$ cat src/hdl/dtp_pkg.sv
`timescale 1ns / 1ps
// ----------------------------------------------------------------------------
// dtp_pkg
// Shared types, character codes and lookup functions of the date-time text
// parser.
// ----------------------------------------------------------------------------
package dtp_pkg;

  typedef struct packed {
    logic [7:0] text_byte;
    logic       final_byte;
  } dtp_in_t;

  typedef struct packed {
    logic [1:0]  status;
    logic [33:0] unix_seconds;
    logic [13:0] year_value;
    logic [7:0]  month_value;
    logic [7:0]  day_value;
    logic [7:0]  hour_value;
    logic [7:0]  minute_value;
    logic [7:0]  second_value;
    logic        zone_given;
    logic        zone_negative;
    logic [7:0]  zone_hours;
    logic [7:0]  zone_minutes;
  } dtp_out_t;

  // Result status codes.
  localparam logic [1:0] ST_PARTS = 2'd0;
  localparam logic [1:0] ST_STAMP = 2'd1;
  localparam logic [1:0] ST_ERROR = 2'd2;

  localparam int unsigned RUN_MAX = 14;

  localparam logic [13:0] PIVOT_YEAR  = 14'd70;
  localparam logic [13:0] CENTURY_OLD = 14'd1900;
  localparam logic [13:0] CENTURY_NEW = 14'd2000;
  localparam logic [7:0]  CTRL_LIMIT  = 8'h20;
  localparam logic [7:0]  CASE_BIT    = 8'h20;
  localparam logic [7:0]  PM_SHIFT    = 8'd12;

  localparam logic [7:0] CH_SPACE  = 8'h20;
  localparam logic [7:0] CH_DQUOTE = 8'h22;
  localparam logic [7:0] CH_QUOTE  = 8'h27;
  localparam logic [7:0] CH_PLUS   = 8'h2B;
  localparam logic [7:0] CH_COMMA  = 8'h2C;
  localparam logic [7:0] CH_MINUS  = 8'h2D;
  localparam logic [7:0] CH_POINT  = 8'h2E;
  localparam logic [7:0] CH_SLASH  = 8'h2F;
  localparam logic [7:0] CH_COLON  = 8'h3A;
  localparam logic [7:0] CH_SEMI   = 8'h3B;
  localparam logic [7:0] CH_UPPER_T = 8'h54;
  localparam logic [7:0] CH_UPPER_Z = 8'h5A;
  localparam logic [7:0] CH_LOWER_A = 8'h61;
  localparam logic [7:0] CH_LOWER_M = 8'h6D;
  localparam logic [7:0] CH_LOWER_P = 8'h70;

  // Word codes: 1 to 12 are months.
  localparam logic [4:0] WC_NONE  = 5'd0;
  localparam logic [4:0] WC_MONTH_LAST = 5'd12;
  localparam logic [4:0] WC_UTC   = 5'd13;
  localparam logic [4:0] WC_MSK   = 5'd14;
  localparam logic [4:0] WC_MSD   = 5'd15;
  localparam logic [4:0] WC_WEEKDAY = 5'd16;

  function automatic logic [4:0] word_code(input logic [7:0] a, input logic [7:0] b,
                                           input logic [7:0] c);
    logic [23:0] w;
    logic [4:0]  code;
    w = {a | CASE_BIT, b | CASE_BIT, c | CASE_BIT};
    unique case (w)
      "jan": code = 5'd1;
      "feb": code = 5'd2;
      "mar": code = 5'd3;
      "apr": code = 5'd4;
      "may": code = 5'd5;
      "jun": code = 5'd6;
      "jul": code = 5'd7;
      "aug": code = 5'd8;
      "sep": code = 5'd9;
      "oct": code = 5'd10;
      "nov": code = 5'd11;
      "dec": code = 5'd12;
      "utc", "gmt": code = WC_UTC;
      "msk": code = WC_MSK;
      "msd": code = WC_MSD;
      "mon", "tue", "wed", "thu", "fri", "sat", "sun": code = WC_WEEKDAY;
      default: code = WC_NONE;
    endcase
    return code;
  endfunction

  // Two decimal digits to their value.
  function automatic logic [6:0] pair_val(input logic [3:0] hi, input logic [3:0] lo);
    return 7'({hi, 3'b000}) + 7'({hi, 1'b0}) + 7'(lo);
  endfunction

endpackage

$ cat src/hdl/dtp_chan_if.sv
`timescale 1ns / 1ps
// ----------------------------------------------------------------------------
// dtp_chan_if
// Valid/ready channel carrying one payload item per transfer.
// ----------------------------------------------------------------------------
interface dtp_chan_if #(
  parameter type payload_t = logic
);
  logic     valid;
  logic     ready;
  payload_t payload;

  modport source(output valid, output payload, input ready);
  modport sink(input valid, input payload, output ready);
endinterface

$ cat src/hdl/datetime_text_parser_unit.sv
`timescale 1ns / 1ps
// ----------------------------------------------------------------------------
// datetime_text_parser_unit
// Byte-serial date-time text parser with one result per text.
// ----------------------------------------------------------------------------
// The parser takes one text byte in every cycle unless input is held off: each
// byte is handled by one pass of logic between the parse state registers and the
// result register, so the next text may start right after its final byte. The
// result of a text appears in the cycle after the transfer of its final byte and
// sits in a single output register; input is held off only while that register
// holds a result that has not been taken.
module datetime_text_parser_unit (
  input  logic              clk,
  input  logic              rst,
  dtp_chan_if.sink          text,
  dtp_chan_if.source        result
);
  import dtp_pkg::*;

  typedef enum logic [4:0] {
    PH_TOKEN, PH_MAIN, PH_YM, PH_YMD, PH_HM, PH_HMS, PH_DM, PH_DMY, PH_TZ, PH_TZM,
    PH_FRAC, PH_ALPHA, PH_SKIP, PH_SKIPDOW, PH_DONE, PH_STAMP, PH_ERR
  } phase_t;

  typedef struct packed {
    logic [13:0] year;
    logic [7:0]  month;
    logic [7:0]  day;
    logic [7:0]  hour;
    logic [7:0]  minute;
    logic [7:0]  second;
    logic [7:0]  zone_h;
    logic [7:0]  zone_m;
    logic        time_seen;
    logic        zone;
    logic        neg;
    logic        pm;
  } comp_t;

  function automatic logic is_run_phase(input phase_t p);
    return (p == PH_MAIN) || (p == PH_YM) || (p == PH_YMD) || (p == PH_HM) ||
           (p == PH_HMS) || (p == PH_DM) || (p == PH_DMY) || (p == PH_TZ) ||
           (p == PH_TZM) || (p == PH_FRAC);
  endfunction

  function automatic logic is_ampm(input logic [1:0] n, input logic [7:0] l0,
                                   input logic [7:0] l1);
    return (n == 2'd2) && ((l1 | CASE_BIT) == CH_LOWER_M) &&
           (((l0 | CASE_BIT) == CH_LOWER_A) || ((l0 | CASE_BIT) == CH_LOWER_P));
  endfunction

  // Registers.
  phase_t      phase, phase_next;
  logic [3:0]  dg [RUN_MAX];
  logic [3:0]  dg_next [RUN_MAX];
  logic [3:0]  run_cnt, run_cnt_next;
  logic [33:0] run_acc, run_acc_next;
  logic [7:0]  letters [3];
  logic [7:0]  letters_next [3];
  logic [1:0]  lc, lc_next;
  logic [7:0]  delim, delim_next;
  comp_t       comp, comp_next;
  dtp_out_t    res, res_next;
  logic        res_valid;

  logic [7:0]  c;
  logic        fin, c_digit, c_alpha, in_ready, accept;
  logic        run_now, start_run, fire_byte, fire_lim;
  logic [3:0]  run_cnt_post;
  logic [33:0] run_acc_post;

  assign c       = text.payload.text_byte;
  assign fin     = text.payload.final_byte;
  assign c_digit = (c >= 8'h30) && (c <= 8'h39);
  assign c_alpha = ((c >= 8'h41) && (c <= 8'h5A)) || ((c >= 8'h61) && (c <= 8'h7A));
  assign in_ready = !res_valid || result.ready;
  assign accept  = text.valid && in_ready;
  assign text.ready     = in_ready;
  assign result.valid   = res_valid;
  assign result.payload = res;

  assign run_now = is_run_phase(phase);
  // A digit opens a run from the token phase, or after a word or an AM/PM
  // marker hands the byte on to the token phase.
  assign start_run = c_digit && ((comp.year == 14'd0) || !comp.time_seen) &&
                     ((phase == PH_TOKEN) || (phase == PH_SKIP) || (phase == PH_SKIPDOW) ||
                      ((phase == PH_ALPHA) && is_ampm(lc, letters[0], letters[1])));
  assign fire_byte = run_now && !c_digit;
  assign fire_lim  = run_now && c_digit && (run_cnt == 4'(RUN_MAX - 1));

  // Digit run update for this byte.
  always_comb begin
    dg_next      = dg;
    run_cnt_post = run_cnt;
    run_acc_post = run_acc;
    if (start_run) begin
      dg_next[0]   = c[3:0];
      run_cnt_post = 4'd1;
      run_acc_post = 34'(c[3:0]);
    end else if (run_now && c_digit) begin
      dg_next[run_cnt] = c[3:0];
      run_cnt_post     = run_cnt + 4'd1;
      run_acc_post     = {run_acc[30:0], 3'b000} + {run_acc[32:0], 1'b0} + 34'(c[3:0]);
    end
  end

  // Closing of a digit run. At most one run closes per byte, either on the
  // delimiter byte, at the length limit, or at the end of the text.
  phase_t      er_phase;
  comp_t       er_comp;
  logic [7:0]  er_delim;
  logic        er_used;

  always_comb begin : run_close
    phase_t      rp;
    logic [3:0]  n;
    logic [6:0]  p0, p1, p2, p3, p4, p5, p6, q1;
    logic [13:0] f4;
    logic [7:0]  sv;
    logic        short_run, y, t, la_colon, la_slash, la_delim, la_stop;
    rp        = start_run ? PH_MAIN : phase;
    n         = run_cnt_post;
    p0        = pair_val(dg_next[0], dg_next[1]);
    p1        = pair_val(dg_next[2], dg_next[3]);
    p2        = pair_val(dg_next[4], dg_next[5]);
    p3        = pair_val(dg_next[6], dg_next[7]);
    p4        = pair_val(dg_next[8], dg_next[9]);
    p5        = pair_val(dg_next[10], dg_next[11]);
    p6        = pair_val(dg_next[12], dg_next[13]);
    q1        = pair_val(dg_next[1], dg_next[2]);
    f4        = 14'(p0) * 14'd100 + 14'(p1);
    short_run = (n == 4'd1) || (n == 4'd2);
    sv        = (n == 4'd1) ? 8'(dg_next[0]) : 8'(p0);
    y         = comp.year != 14'd0;
    t         = comp.time_seen;
    la_colon  = fire_byte && (c == CH_COLON);
    la_slash  = fire_byte && (c == CH_SLASH);
    la_delim  = fire_byte && (c == delim);
    la_stop   = fire_byte && ((c < CTRL_LIMIT) || c[7] || (c == CH_COMMA) ||
                              (c == CH_SEMI) || (c == CH_QUOTE) || (c == CH_DQUOTE));
    er_comp   = comp;
    // A PM marker that hands its byte to a new run is taken in the same pass.
    er_comp.pm = comp.pm || (start_run && (phase == PH_ALPHA) &&
                             ((letters[0] | CASE_BIT) == CH_LOWER_P));
    er_delim  = delim;
    er_phase  = PH_TOKEN;
    er_used   = 1'b0;
    unique case (rp)
      PH_MAIN: begin
        priority if (((n == 4'd10) || (n == 4'd9)) && !y && !t) begin
          er_phase = PH_STAMP;
          er_used  = 1'b1;
        end else if ((n == 4'd14) && !y && !t) begin
          er_comp.year      = f4;
          er_comp.month     = comp.month + 8'(p2);
          er_comp.day       = comp.day + 8'(p3);
          er_comp.hour      = comp.hour + 8'(p4);
          er_comp.minute    = comp.minute + 8'(p5);
          er_comp.second    = comp.second + 8'(p6);
          er_comp.time_seen = 1'b1;
        end else if ((n == 4'd8) && !y) begin
          er_comp.year  = f4;
          er_comp.month = comp.month + 8'(p2);
          er_comp.day   = comp.day + 8'(p3);
        end else if (n == 4'd6) begin
          if (!y && (comp.month == 8'd0)) begin
            er_comp.year  = f4;
            er_comp.month = comp.month + 8'(p2);
          end else if (!t) begin
            er_comp.hour      = comp.hour + 8'(p0);
            er_comp.minute    = comp.minute + 8'(p1);
            er_comp.second    = comp.second + 8'(p2);
            er_comp.time_seen = 1'b1;
          end else begin
            er_phase = PH_ERR;
            er_used  = 1'b1;
          end
        end else if ((n == 4'd4) && !y) begin
          er_comp.year = f4;
          if (!fire_byte) begin
            er_phase = PH_TOKEN;
          end else if (la_stop) begin
            er_phase = PH_DONE;
            er_used  = 1'b1;
          end else if (comp.month == 8'd0) begin
            er_delim = c;
            er_phase = PH_YM;
            er_used  = 1'b1;
          end
        end else if (short_run) begin
          if (la_colon) begin
            er_used = 1'b1;
            if (t) begin
              er_phase = PH_ERR;
            end else begin
              er_comp.hour      = sv;
              er_comp.time_seen = 1'b1;
              er_phase          = PH_HM;
            end
          end else if (la_slash) begin
            er_used = 1'b1;
            if ((comp.day != 8'd0) || (comp.month != 8'd0)) begin
              er_phase = PH_ERR;
            end else begin
              er_comp.day = sv;
              er_phase    = PH_DM;
            end
          end else if (comp.day != 8'd0) begin
            er_comp.hour = sv;
          end else begin
            er_comp.day = sv;
          end
        end else begin
          er_phase = PH_ERR;
          er_used  = 1'b1;
        end
      end
      PH_YM, PH_YMD: begin
        if (short_run) begin
          if (rp == PH_YM) begin
            er_comp.month = comp.month + sv;
            if ((comp.day == 8'd0) && la_delim) begin
              er_phase = PH_YMD;
              er_used  = 1'b1;
            end
          end else begin
            er_comp.day = comp.day + sv;
          end
        end else if (delim != CH_SPACE) begin
          er_phase = PH_ERR;
          er_used  = 1'b1;
        end
      end
      PH_HM, PH_HMS, PH_DM, PH_TZM: begin
        if (!short_run) begin
          er_phase = PH_ERR;
          er_used  = 1'b1;
        end else begin
          unique case (rp)
            PH_HM: begin
              er_comp.minute = comp.minute + sv;
              if (la_colon) begin
                er_phase = PH_HMS;
                er_used  = 1'b1;
              end
            end
            PH_HMS: er_comp.second = comp.second + sv;
            PH_DM: begin
              er_comp.month = comp.month + sv;
              if (la_slash) begin
                er_used  = 1'b1;
                er_phase = y ? PH_ERR : PH_DMY;
              end
            end
            default: er_comp.zone_m = comp.zone_m + sv;
          endcase
        end
      end
      PH_DMY: begin
        if (n == 4'd4) begin
          er_comp.year = f4;
        end else if (n == 4'd2) begin
          er_comp.year = (14'(p0) >= PIVOT_YEAR) ? 14'(p0) + CENTURY_OLD
                                                 : 14'(p0) + CENTURY_NEW;
        end else begin
          er_phase = PH_ERR;
          er_used  = 1'b1;
        end
      end
      PH_TZ: begin
        if (n == 4'd4) begin
          er_comp.zone_h = comp.zone_h + 8'(p0);
          er_comp.zone_m = comp.zone_m + 8'(p1);
        end else if (n == 4'd3) begin
          er_comp.zone_h = comp.zone_h + 8'(dg_next[0]);
          er_comp.zone_m = comp.zone_m + 8'(q1);
        end else if (short_run) begin
          er_comp.zone_h = comp.zone_h + sv;
        end else begin
          er_phase = PH_ERR;
          er_used  = 1'b1;
        end
        if ((er_phase != PH_ERR) && short_run && la_colon) begin
          er_phase = PH_TZM;
          er_used  = 1'b1;
        end
      end
      default: ;
    endcase
  end

  // One byte through the parse state, then the end of text when flagged.
  always_comb begin : step
    phase_t     ph;
    comp_t      cp;
    logic       to_tok;
    logic [4:0] code;
    logic [7:0] hr;
    ph           = phase;
    cp           = comp;
    to_tok       = 1'b0;
    code         = WC_NONE;
    hr           = 8'd0;
    delim_next   = delim;
    letters_next = letters;
    lc_next      = lc;
    run_cnt_next = run_cnt_post;
    run_acc_next = run_acc_post;
    res_next     = res;

    unique case (phase)
      PH_TOKEN: to_tok = 1'b1;
      PH_MAIN, PH_YM, PH_YMD, PH_HM, PH_HMS, PH_DM, PH_DMY, PH_TZ, PH_TZM,
      PH_FRAC: begin
        if (!c_digit || fire_lim) begin
          ph           = er_phase;
          cp           = er_comp;
          delim_next   = er_delim;
          run_cnt_next = 4'd0;
          to_tok       = !c_digit && !er_used;
        end
      end
      PH_ALPHA: begin
        if (c_alpha) begin
          if (lc == 2'd2) begin
            code    = word_code(letters[0], letters[1], c);
            lc_next = 2'd3;
            ph      = PH_SKIP;
            priority if (code == WC_NONE) begin
              ph = PH_ERR;
            end else if (code <= WC_MONTH_LAST) begin
              cp.month = 8'(code);
            end else if (code == WC_UTC) begin
              cp.zone = 1'b1;
            end else if (code == WC_MSK) begin
              cp.zone   = 1'b1;
              cp.zone_h = 8'd3;
            end else if (code == WC_MSD) begin
              cp.zone   = 1'b1;
              cp.zone_h = 8'd4;
            end else begin
              ph = PH_SKIPDOW;
            end
          end else begin
            letters_next[lc] = c;
            lc_next          = lc + 2'd1;
          end
        end else if (is_ampm(lc, letters[0], letters[1])) begin
          cp.pm  = comp.pm || ((letters[0] | CASE_BIT) == CH_LOWER_P);
          to_tok = 1'b1;
        end else begin
          ph = PH_ERR;
        end
      end
      PH_SKIP, PH_SKIPDOW: begin
        if (!c_alpha) begin
          if ((phase == PH_SKIPDOW) && (c == CH_COMMA)) begin
            ph = PH_TOKEN;
          end else begin
            to_tok = 1'b1;
          end
        end
      end
      default: ;
    endcase

    if (to_tok) begin
      ph = PH_TOKEN;
      priority if (start_run) begin
        ph = PH_MAIN;
      end else if ((c == CH_SPACE) || (c == CH_UPPER_T)) begin
        ph = PH_TOKEN;
      end else if (c == CH_UPPER_Z) begin
        cp.zone = 1'b1;
      end else if (c == CH_POINT) begin
        if (!cp.time_seen) begin
          ph = PH_ERR;
        end else begin
          run_cnt_next = 4'd0;
          ph           = PH_FRAC;
        end
      end else if ((c == CH_PLUS) || (c == CH_MINUS)) begin
        cp.zone      = 1'b1;
        cp.neg       = cp.neg || (c == CH_MINUS);
        run_cnt_next = 4'd0;
        ph           = PH_TZ;
      end else if (c_alpha) begin
        letters_next[0] = c;
        lc_next         = 2'd1;
        ph              = PH_ALPHA;
      end else begin
        ph = PH_DONE;
      end
    end

    if (fin) begin
      unique case (ph)
        PH_MAIN, PH_YM, PH_YMD, PH_HM, PH_HMS, PH_DM, PH_DMY, PH_TZ, PH_TZM,
        PH_FRAC: begin
          if (run_cnt_next != 4'd0) begin
            ph = er_phase;
            cp = er_comp;
          end else begin
            // An empty run left open by the last delimiter.
            unique case (ph)
              PH_YM, PH_YMD: ph = (delim_next == CH_SPACE) ? PH_TOKEN : PH_ERR;
              PH_FRAC:       ph = PH_TOKEN;
              default:       ph = PH_ERR;
            endcase
          end
        end
        PH_ALPHA: begin
          if (is_ampm(lc_next, letters_next[0], letters_next[1])) begin
            cp.pm = cp.pm || ((letters_next[0] | CASE_BIT) == CH_LOWER_P);
            ph    = PH_TOKEN;
          end else begin
            ph = PH_ERR;
          end
        end
        default: ;
      endcase

      res_next = '0;
      if (ph == PH_ERR) begin
        res_next.status = ST_ERROR;
      end else if (ph == PH_STAMP) begin
        res_next.status       = ST_STAMP;
        res_next.unix_seconds = run_acc_post;
      end else begin
        hr = cp.hour;
        if (cp.pm && (hr < PM_SHIFT)) begin
          hr = hr + PM_SHIFT;
        end
        res_next.status        = ST_PARTS;
        res_next.year_value    = (cp.year != 14'd0) ? cp.year : CENTURY_NEW;
        res_next.month_value   = (cp.month != 8'd0) ? cp.month : 8'd1;
        res_next.day_value     = (cp.day != 8'd0) ? cp.day : 8'd1;
        res_next.hour_value    = hr;
        res_next.minute_value  = cp.minute;
        res_next.second_value  = cp.second;
        res_next.zone_given    = cp.zone;
        res_next.zone_negative = cp.neg;
        res_next.zone_hours    = cp.zone_h;
        res_next.zone_minutes  = cp.zone_m;
      end

      // Back to the reset state for the next text.
      ph           = PH_TOKEN;
      cp           = '0;
      delim_next   = 8'd0;
      lc_next      = 2'd0;
      run_cnt_next = 4'd0;
      run_acc_next = 34'd0;
    end

    phase_next = ph;
    comp_next  = cp;
  end

  always_ff @(posedge clk) begin
    if (rst) begin
      phase     <= PH_TOKEN;
      run_cnt   <= 4'd0;
      run_acc   <= 34'd0;
      lc        <= 2'd0;
      delim     <= 8'd0;
      comp      <= '0;
      res_valid <= 1'b0;
    end else begin
      if (accept) begin
        phase   <= phase_next;
        run_cnt <= run_cnt_next;
        run_acc <= run_acc_next;
        lc      <= lc_next;
        delim   <= delim_next;
        comp    <= comp_next;
      end
      if (accept && fin) begin
        res_valid <= 1'b1;
      end else if (result.ready) begin
        res_valid <= 1'b0;
      end
    end
    if (accept) begin
      dg      <= dg_next;
      letters <= letters_next;
    end
    if (accept && fin) begin
      res <= res_next;
    end
  end

`ifndef ASSERT_OFF
  a_result_follows_final: assert property (@(posedge clk) disable iff (rst)
    accept && fin |=> res_valid)
    else $error("final byte transfer did not load a result");

  a_reset_after_final: assert property (@(posedge clk) disable iff (rst)
    accept && fin |=> (phase == PH_TOKEN) && (run_cnt == 4'd0) && (comp == '0))
    else $error("parse state not cleared after final byte");

  a_status_code: assert property (@(posedge clk) disable iff (rst)
    res_valid |-> (res.status == ST_PARTS) || (res.status == ST_STAMP) ||
                  (res.status == ST_ERROR))
    else $error("undefined result status");

  a_stamp_clean: assert property (@(posedge clk) disable iff (rst)
    res_valid && (res.status == ST_STAMP) |-> (res.year_value == 14'd0) &&
                                              (res.month_value == 8'd0))
    else $error("timestamp result carries component fields");

  a_run_length: assert property (@(posedge clk) disable iff (rst)
    run_cnt < 4'(RUN_MAX))
    else $error("digit run exceeded its limit");
`endif

endmodule

$ cat src/flat_wrapper.sv
// flat-port wrapper written by rule: the top's interface ports become plain ports
module datetime_text_parser_unit_flat import dtp_pkg::*;
  (clk, rst, text_valid, text_payload, text_ready, result_valid, result_payload, result_ready);
  dtp_chan_if #(.payload_t(dtp_in_t)) text_i ();
  dtp_chan_if #(.payload_t(dtp_out_t)) result_i ();
  input  logic clk;
  input  logic rst;
  input wire logic [$bits(text_i.valid)-1:0] text_valid;
  input wire logic [$bits(text_i.payload)-1:0] text_payload;
  output wire logic [$bits(text_i.ready)-1:0] text_ready;
  output wire logic [$bits(result_i.valid)-1:0] result_valid;
  output wire logic [$bits(result_i.payload)-1:0] result_payload;
  input wire logic [$bits(result_i.ready)-1:0] result_ready;
  assign text_i.valid = text_valid;
  assign text_i.payload = text_payload;
  assign text_ready = text_i.ready;
  assign result_valid = result_i.valid;
  assign result_payload = result_i.payload;
  assign result_i.ready = result_ready;
  datetime_text_parser_unit u_core (.clk(clk), .rst(rst), .text(text_i), .result(result_i));
endmodule
$ cat config.mk
export PLATFORM = sky130hd
export DESIGN_NAME = datetime_text_parser_unit_flat
export DESIGN_NICKNAME = d
export VERILOG_FILES = /design/src/hdl/dtp_pkg.sv /design/src/hdl/dtp_chan_if.sv /design/src/hdl/datetime_text_parser_unit.sv /design/src/flat_wrapper.sv
export SDC_FILE = /design/constraint.sdc
export NUM_CORES = 2
export LEC_CHECK = 0
export BUFFER_PORTS_ARGS = -buffer_cell sky130_fd_sc_hd__buf_2
export CAP_MARGIN = 20
export CORE_MARGIN = 2
export CORE_UTILIZATION = 45
export DETAILED_ROUTE_END_ITERATION = 8
export MAX_ROUTING_LAYER = met4
export PLACE_DENSITY = 0.68
export RECOVER_POWER = 50
export SLEW_MARGIN = 20
export SYNTH_ARGS = -nofsm -noshare
export SYNTH_HDL_FRONTEND = slang
export SYNTH_SLANG_ARGS = --single-unit
$ cat constraint.sdc
create_clock -name clk -period 13.5 [get_ports clk]
set_input_delay 0.675 -clock clk [delete_from_list [all_inputs] [get_ports clk]]
set_output_delay 0.675 -clock clk [all_outputs]
set_load 0.03 [all_outputs]
# After elaboration in Yosys (flattened, before gate mapping)
# Index checks and enable logic that the tools add are counted.
# op_classes
add_sub_neg	42
n_mul	1
order_cmp	14
n_eq_ne	95
mux	265
n_bitwise	7
reduce_logical	102
# ops
operator	n
21-bit by 20-bit == test with 1-bit output, second input constant	23
8-bit two-way mux	56
74-bit two-way mux	4
5-bit two-way mux	52
54-bit two-way mux	3
73-bit two-way mux	2
24-bit two-way mux	6
16-bit two-way mux	8
34-bit two-way mux	3
8-bit by 7-bit adder with 8-bit output	11
8-bit by 6-bit == test with 1-bit output, second input constant	11
14-bit two-way mux	6
5-bit by 4-bit == test with 1-bit output, second input constant	16
5-bit case mux with 16 select lines	1
8-bit case mux with 2 select lines	4
5-bit by 3-bit == test with 1-bit output, second input constant	12
1-bit two-way mux	59
7-bit by 4-bit adder with 7-bit output	8
7-bit by 5-bit adder with 7-bit output	8
56-bit bitwise mux	1
4-bit two-way mux	14
56-bit two-way mux	1
52-bit two-way mux	1
8-bit adder	6
74 further kinds	210
# word_totals
ff_bits	316
out_inout_bits	110
wordCells	577

# Logic depth before layout (Yosys ltp)
# depth
ltp_word	45
depth_mapped	34
depth_no_buf	31

# Least setup slack after synthesis
# Ideal clock, no wire load.
# synth_timing
path_type	input-to-reg
startpoint	input port text_payload[5]
endpoint	register u_core.res (netlist bit u_core.result.payload[66]) (data pin)
setup_ns	0.152
arrival_ns	7.231
t_required_ns	13.348
path_slack_ns	6.117
stages	33
cell_sequence	clkbuf_1 -> and4bb_2 -> and2_0 -> clkbuf_1 -> buf_4 -> nand2_1 -> nor3_1 -> nand2_1 -> mux2_2 -> xnor2_1 -> xor2_1 -> inv_1 -> ha_1 -> a21o_1 -> a21oi_1 -> xnor2_1 -> clkinv_1 -> ha_1 -> inv_1 -> ha_1 -> ha_1 -> ha_1 -> a21o_1 -> a21oi_1 -> xnor2_1 -> nand3_1 -> xor2_1 -> xnor2_1 -> a2bb2oi_1 -> nand3_1 -> nor4_1 -> nand2_1 -> a31oi_1
# synth_rtl
item	line_no	text
start: declaration	flat_wrapper.sv:9	input wire logic [$bits(text_i.payload)-1:0] text_payload;
end signal: assignment	datetime_text_parser_unit.sv:489	res <= res_next;
end: declaration	datetime_text_parser_unit.sv:63	dtp_out_t res, res_next;

# Worst setup path in the final report
# layout_timing
startpoint	register u_core.res_valid (netlist: u_core.result.valid)
endpoint	register u_core.res (netlist bit u_core.result.payload[54]), enable pin
# layout_between
elab_chain_cells	5
# layout_lines
item	line_no	text
start: declaration	datetime_text_parser_unit.sv:64	logic res_valid;
start signal: assignment	datetime_text_parser_unit.sv:468	res_valid <= 1'b0;
start signal: assignment	datetime_text_parser_unit.sv:479	res_valid <= 1'b1;
start signal: assignment	datetime_text_parser_unit.sv:481	res_valid <= 1'b0;
1-bit logical NOT	datetime_text_parser_unit.sv:76	assign in_ready = !res_valid || result.ready;
1-bit logical OR	datetime_text_parser_unit.sv:76	
1-bit logical AND	datetime_text_parser_unit.sv:77	assign accept = text.valid && in_ready;
named net u_core.accept	datetime_text_parser_unit.sv:67	logic fin, c_digit, c_alpha, in_ready, accept;
1-bit logical AND	datetime_text_parser_unit.sv:488	if (accept && fin) begin
2-bit AND reduction (no line)	-	
# The timed path passes the listed nets, and every way through them passes these cells.
# A chain may end at the register's enable or synchronous reset.

==> metrics.txt <==
P&R area growth vs syn=9.545%; cts hold-fix bufs=0; I/O pin cnt=123; Ant. Diodes=0; post-CTS setup buffers=0; critical path's largest stage delay=1940 ps; Post-Place Cells=3850; fin. max-slew vios=213; FF-to-FF path depth=7; Worst path slowest cell=clkinvlp_2; routed wire length=84720 um; status=finished, violations left; final-stage net count=3461; Met2 Wirelength=37090 um; dpl ws=4900 ps; Required @ worst endpoint=13300 ps; leading area contributor after synthesis=edfxtp_1; Post-Layout Cell Count=3920; Synth warnings=0; Critical Path Source=u_core.result.valid$_SDFFE_PP0P_; First-pass DRT Iterations=6; Power Total=3.299 mW; DR vias/cell=6.158; reg-to-reg slack, setup=4560 ps; Synthesized Nets=3395; Yosys reg bits=306; Post-DP HPWL=60810 um; initial antenna violation count=0; post-cts sizing count=0; routed vias=24140; worst-path fanout max=57; CTS H-tree lvls=2; r2r endpoint=u_core.result.payload[54]$_SDFFCE_PP0P_; most common cell after layout, fill and taps aside=nor2_1; Async SR Flop Fraction=0%; hold slack final=442.5 ps; IO Port Bufs=122; Post-Route Setup TNS=0 ps; Design Area, Final=28730 um2; GRT Resource Usage Total=28.57%; startpoint types=flop; fin util=49.80%; Final setup violation count=0; Peak VDD IR=95.16 uV; starting density of the core=45.46%; clock buffer depth=3; antenna violation net count after detailed routing=0; met1 WL=38070 um; drc violations=0; gpl congestion=0.9850; initial detailed-routing violation count=2693; Synth Cell Area=26230 um2; number of synthesized flops with an enable pin=178; largest net degree at the start of global routing=65; Avg Synthesized Cell Area=8.575 um2; register area share after synthesis=30.15%; skew final=20.95 ps; met3 wire len=5953 um; ranking of synthesized cells by area=edfxtp_1, ha_1, dfxtp_1; wire per inst=21.61 um; PwrDens=114.8 nW/um2; commonest cells after routing, fill and taps aside=nor2_1, ha_1, a21oi_1, nand2_1, edfxtp_1; vias in the first global route=22690; worst-margin pin slew=3828 ps; post-place instance area=27620 um2; Syn Inst Count=3059; Root Buffer=clkbuf_16; worst setup path end=u_core.result.payload[54]$_SDFFCE_PP0P_; wire length of the first global-routing pass=131800 um; violated checks=max-capacitance violations, max-slew violations; Top Layer Used=met4; Clock Latency Late Sink=580 ps; Period minus WS final=8943 ps; Horiz. Die Dim=245.4 um; Worst setup EP type=flop; Reg-to-Reg Start=u_core.result.valid$_SDFFE_PP0P_; Core ar.=57700 um2; HP Class=flop to flop; die area=60240 um2; Fin. Hold Viols=0; max-cap check violation count=4; Max Clock Freq=111.8 MHz; count of cell types in the netlist=92; CP Class=flop to flop; slew margin rel.=-155.2%; grt ovf=0; slack of the critical path=4557 ps; CP cell instances=nand2b_1 > nand2_1 > clkbuf_1 > clkinvlp_2 > nand2_1 > clkinvlp_2 > clkbuf_1; Clock transition at path regs=60 ps; unrepaired setup endpoints after global routing=no; Clock Sink Count=306; TritonCTS Buffers=38; WP data arrival=8740 ps; TritonCTS clock tree=done; final period utilization=66.25%; share of cells above drive strength 1=6.117%; row count=88; post-synth top area share=20.38%; Lkg Pwr=11.92 nW; Main synth FF type=edfxtp_1; die height=245.4 um
==> registers in the layout, summed over array words and instances, names as in the netlist, 4 cells and up <==
name / count
u_core.result.payload: 108
u_core.run_acc: 34
u_core.delim: 8
u_core.comp: 73
u_core.letters: 14
u_core.phase: 5
u_core.run_cnt: 4
u_core.dg: 56
==> layer usage <==
| metal | global-route usage (%) | vias up |
|---|---|---|
| met2 | 43.26 | 1034 |
| met1 | 38.68 | 11520 |
| met5 | - | - |
| li1 | - | 11380 |
| met3 | 3.427 | 211 |
| met4 | 11.87 | 0 |
==> area by class of cell <==
class / count / area, um2
flip-flops and latches: 306 / 7908
repair buffers: 166 / 794.5
clock inverters: 20 / 214.0
clock buffers: 50 / 1057
inverters: 171 / 644.4
well taps: 765 / 957.2
fillers: 5659 / 28960
multi-input cells: 2442 / 17160
==> report_power, final <==
part | switching [mW] | total (mW) | internal (mW)
sequential | 0.0215 | 1.05 | 1.03
combinational | 0.782 | 1.20 | 0.416
clock | 0.435 | 1.05 | 0.614
total | 1.24 | 3.30 | 2.06
==> Yosys cell counts (18+ instances only) <==
| cell type | number |
|---|---|
| a21o_1 | 86 |
| fa_1 | 37 |
| buf_2 | 19 |
| ha_1 | 286 |
| o21ai_0 | 164 |
| xor2_1 | 50 |
| a31oi_1 | 19 |
| o21a_1 | 18 |
| nand2b_1 | 32 |
| nand4_1 | 30 |
| mux2_2 | 48 |
| o22ai_1 | 20 |
| xnor2_1 | 122 |
| clkbuf_1 | 116 |
| nor2b_1 | 75 |
| nand2_1 | 223 |
| nor3_1 | 59 |
| a221oi_1 | 18 |
| o211ai_1 | 24 |
| a21oi_1 | 250 |
| a22oi_1 | 87 |
| nor2_1 | 373 |
| edfxtp_1 | 178 |
| inv_1 | 169 |
| nor4_1 | 26 |
| a211oi_1 | 26 |
| o21bai_1 | 33 |
| nand3_1 | 63 |
| dfxtp_1 | 128 |
==> critical path: cells and delay by family, from the launching register on <==
| kind | cells | cell delay, ps |
|---|---|---|
| buf+inv | 4 | 7120 |
| simple gates | 3 | 600 |
| flops | 1 | 330 |
==> cell families (layout without fill, tap and decap cells) <==
logic type               after synthesis  after routing  synth area share (%)
AND/OR/NAND/NOR                      986            986                 17.98
AO/OA/AOI/OAI                        895            895                 22.34
adder cells (fa/ha/maj)              324            324                 16.50
buffers and inverters                311            407                 4.570
flip-flops                           306            306                 30.15
XOR/XNOR                             172            172                 5.743
multiplexers                          65             65                 2.709
==> how the worst min path moves through the flow <==
stage,startpoint,endpoint,slack [ps],cells past startpoint
final,u_core.run_acc[33]$_SDFFE_PP0P_,u_core.run_acc[33]$_SDFFE_PP0P_,440,2
after global routing,result_ready,u_core.result.valid$_SDFFE_PP0P_,450,3
after CTS,result_ready,u_core.result.valid$_SDFFE_PP0P_,410,3
after detailed placement,u_core.run_acc[33]$_SDFFE_PP0P_,u_core.run_acc[33]$_SDFFE_PP0P_,430,2
after global placement,u_core.run_acc[33]$_SDFFE_PP0P_,u_core.run_acc[33]$_SDFFE_PP0P_,430,2
after floorplan,u_core.run_acc[33]$_SDFFE_PP0P_,u_core.run_acc[33]$_SDFFE_PP0P_,420,2
(Power assumes the default switching activity.)
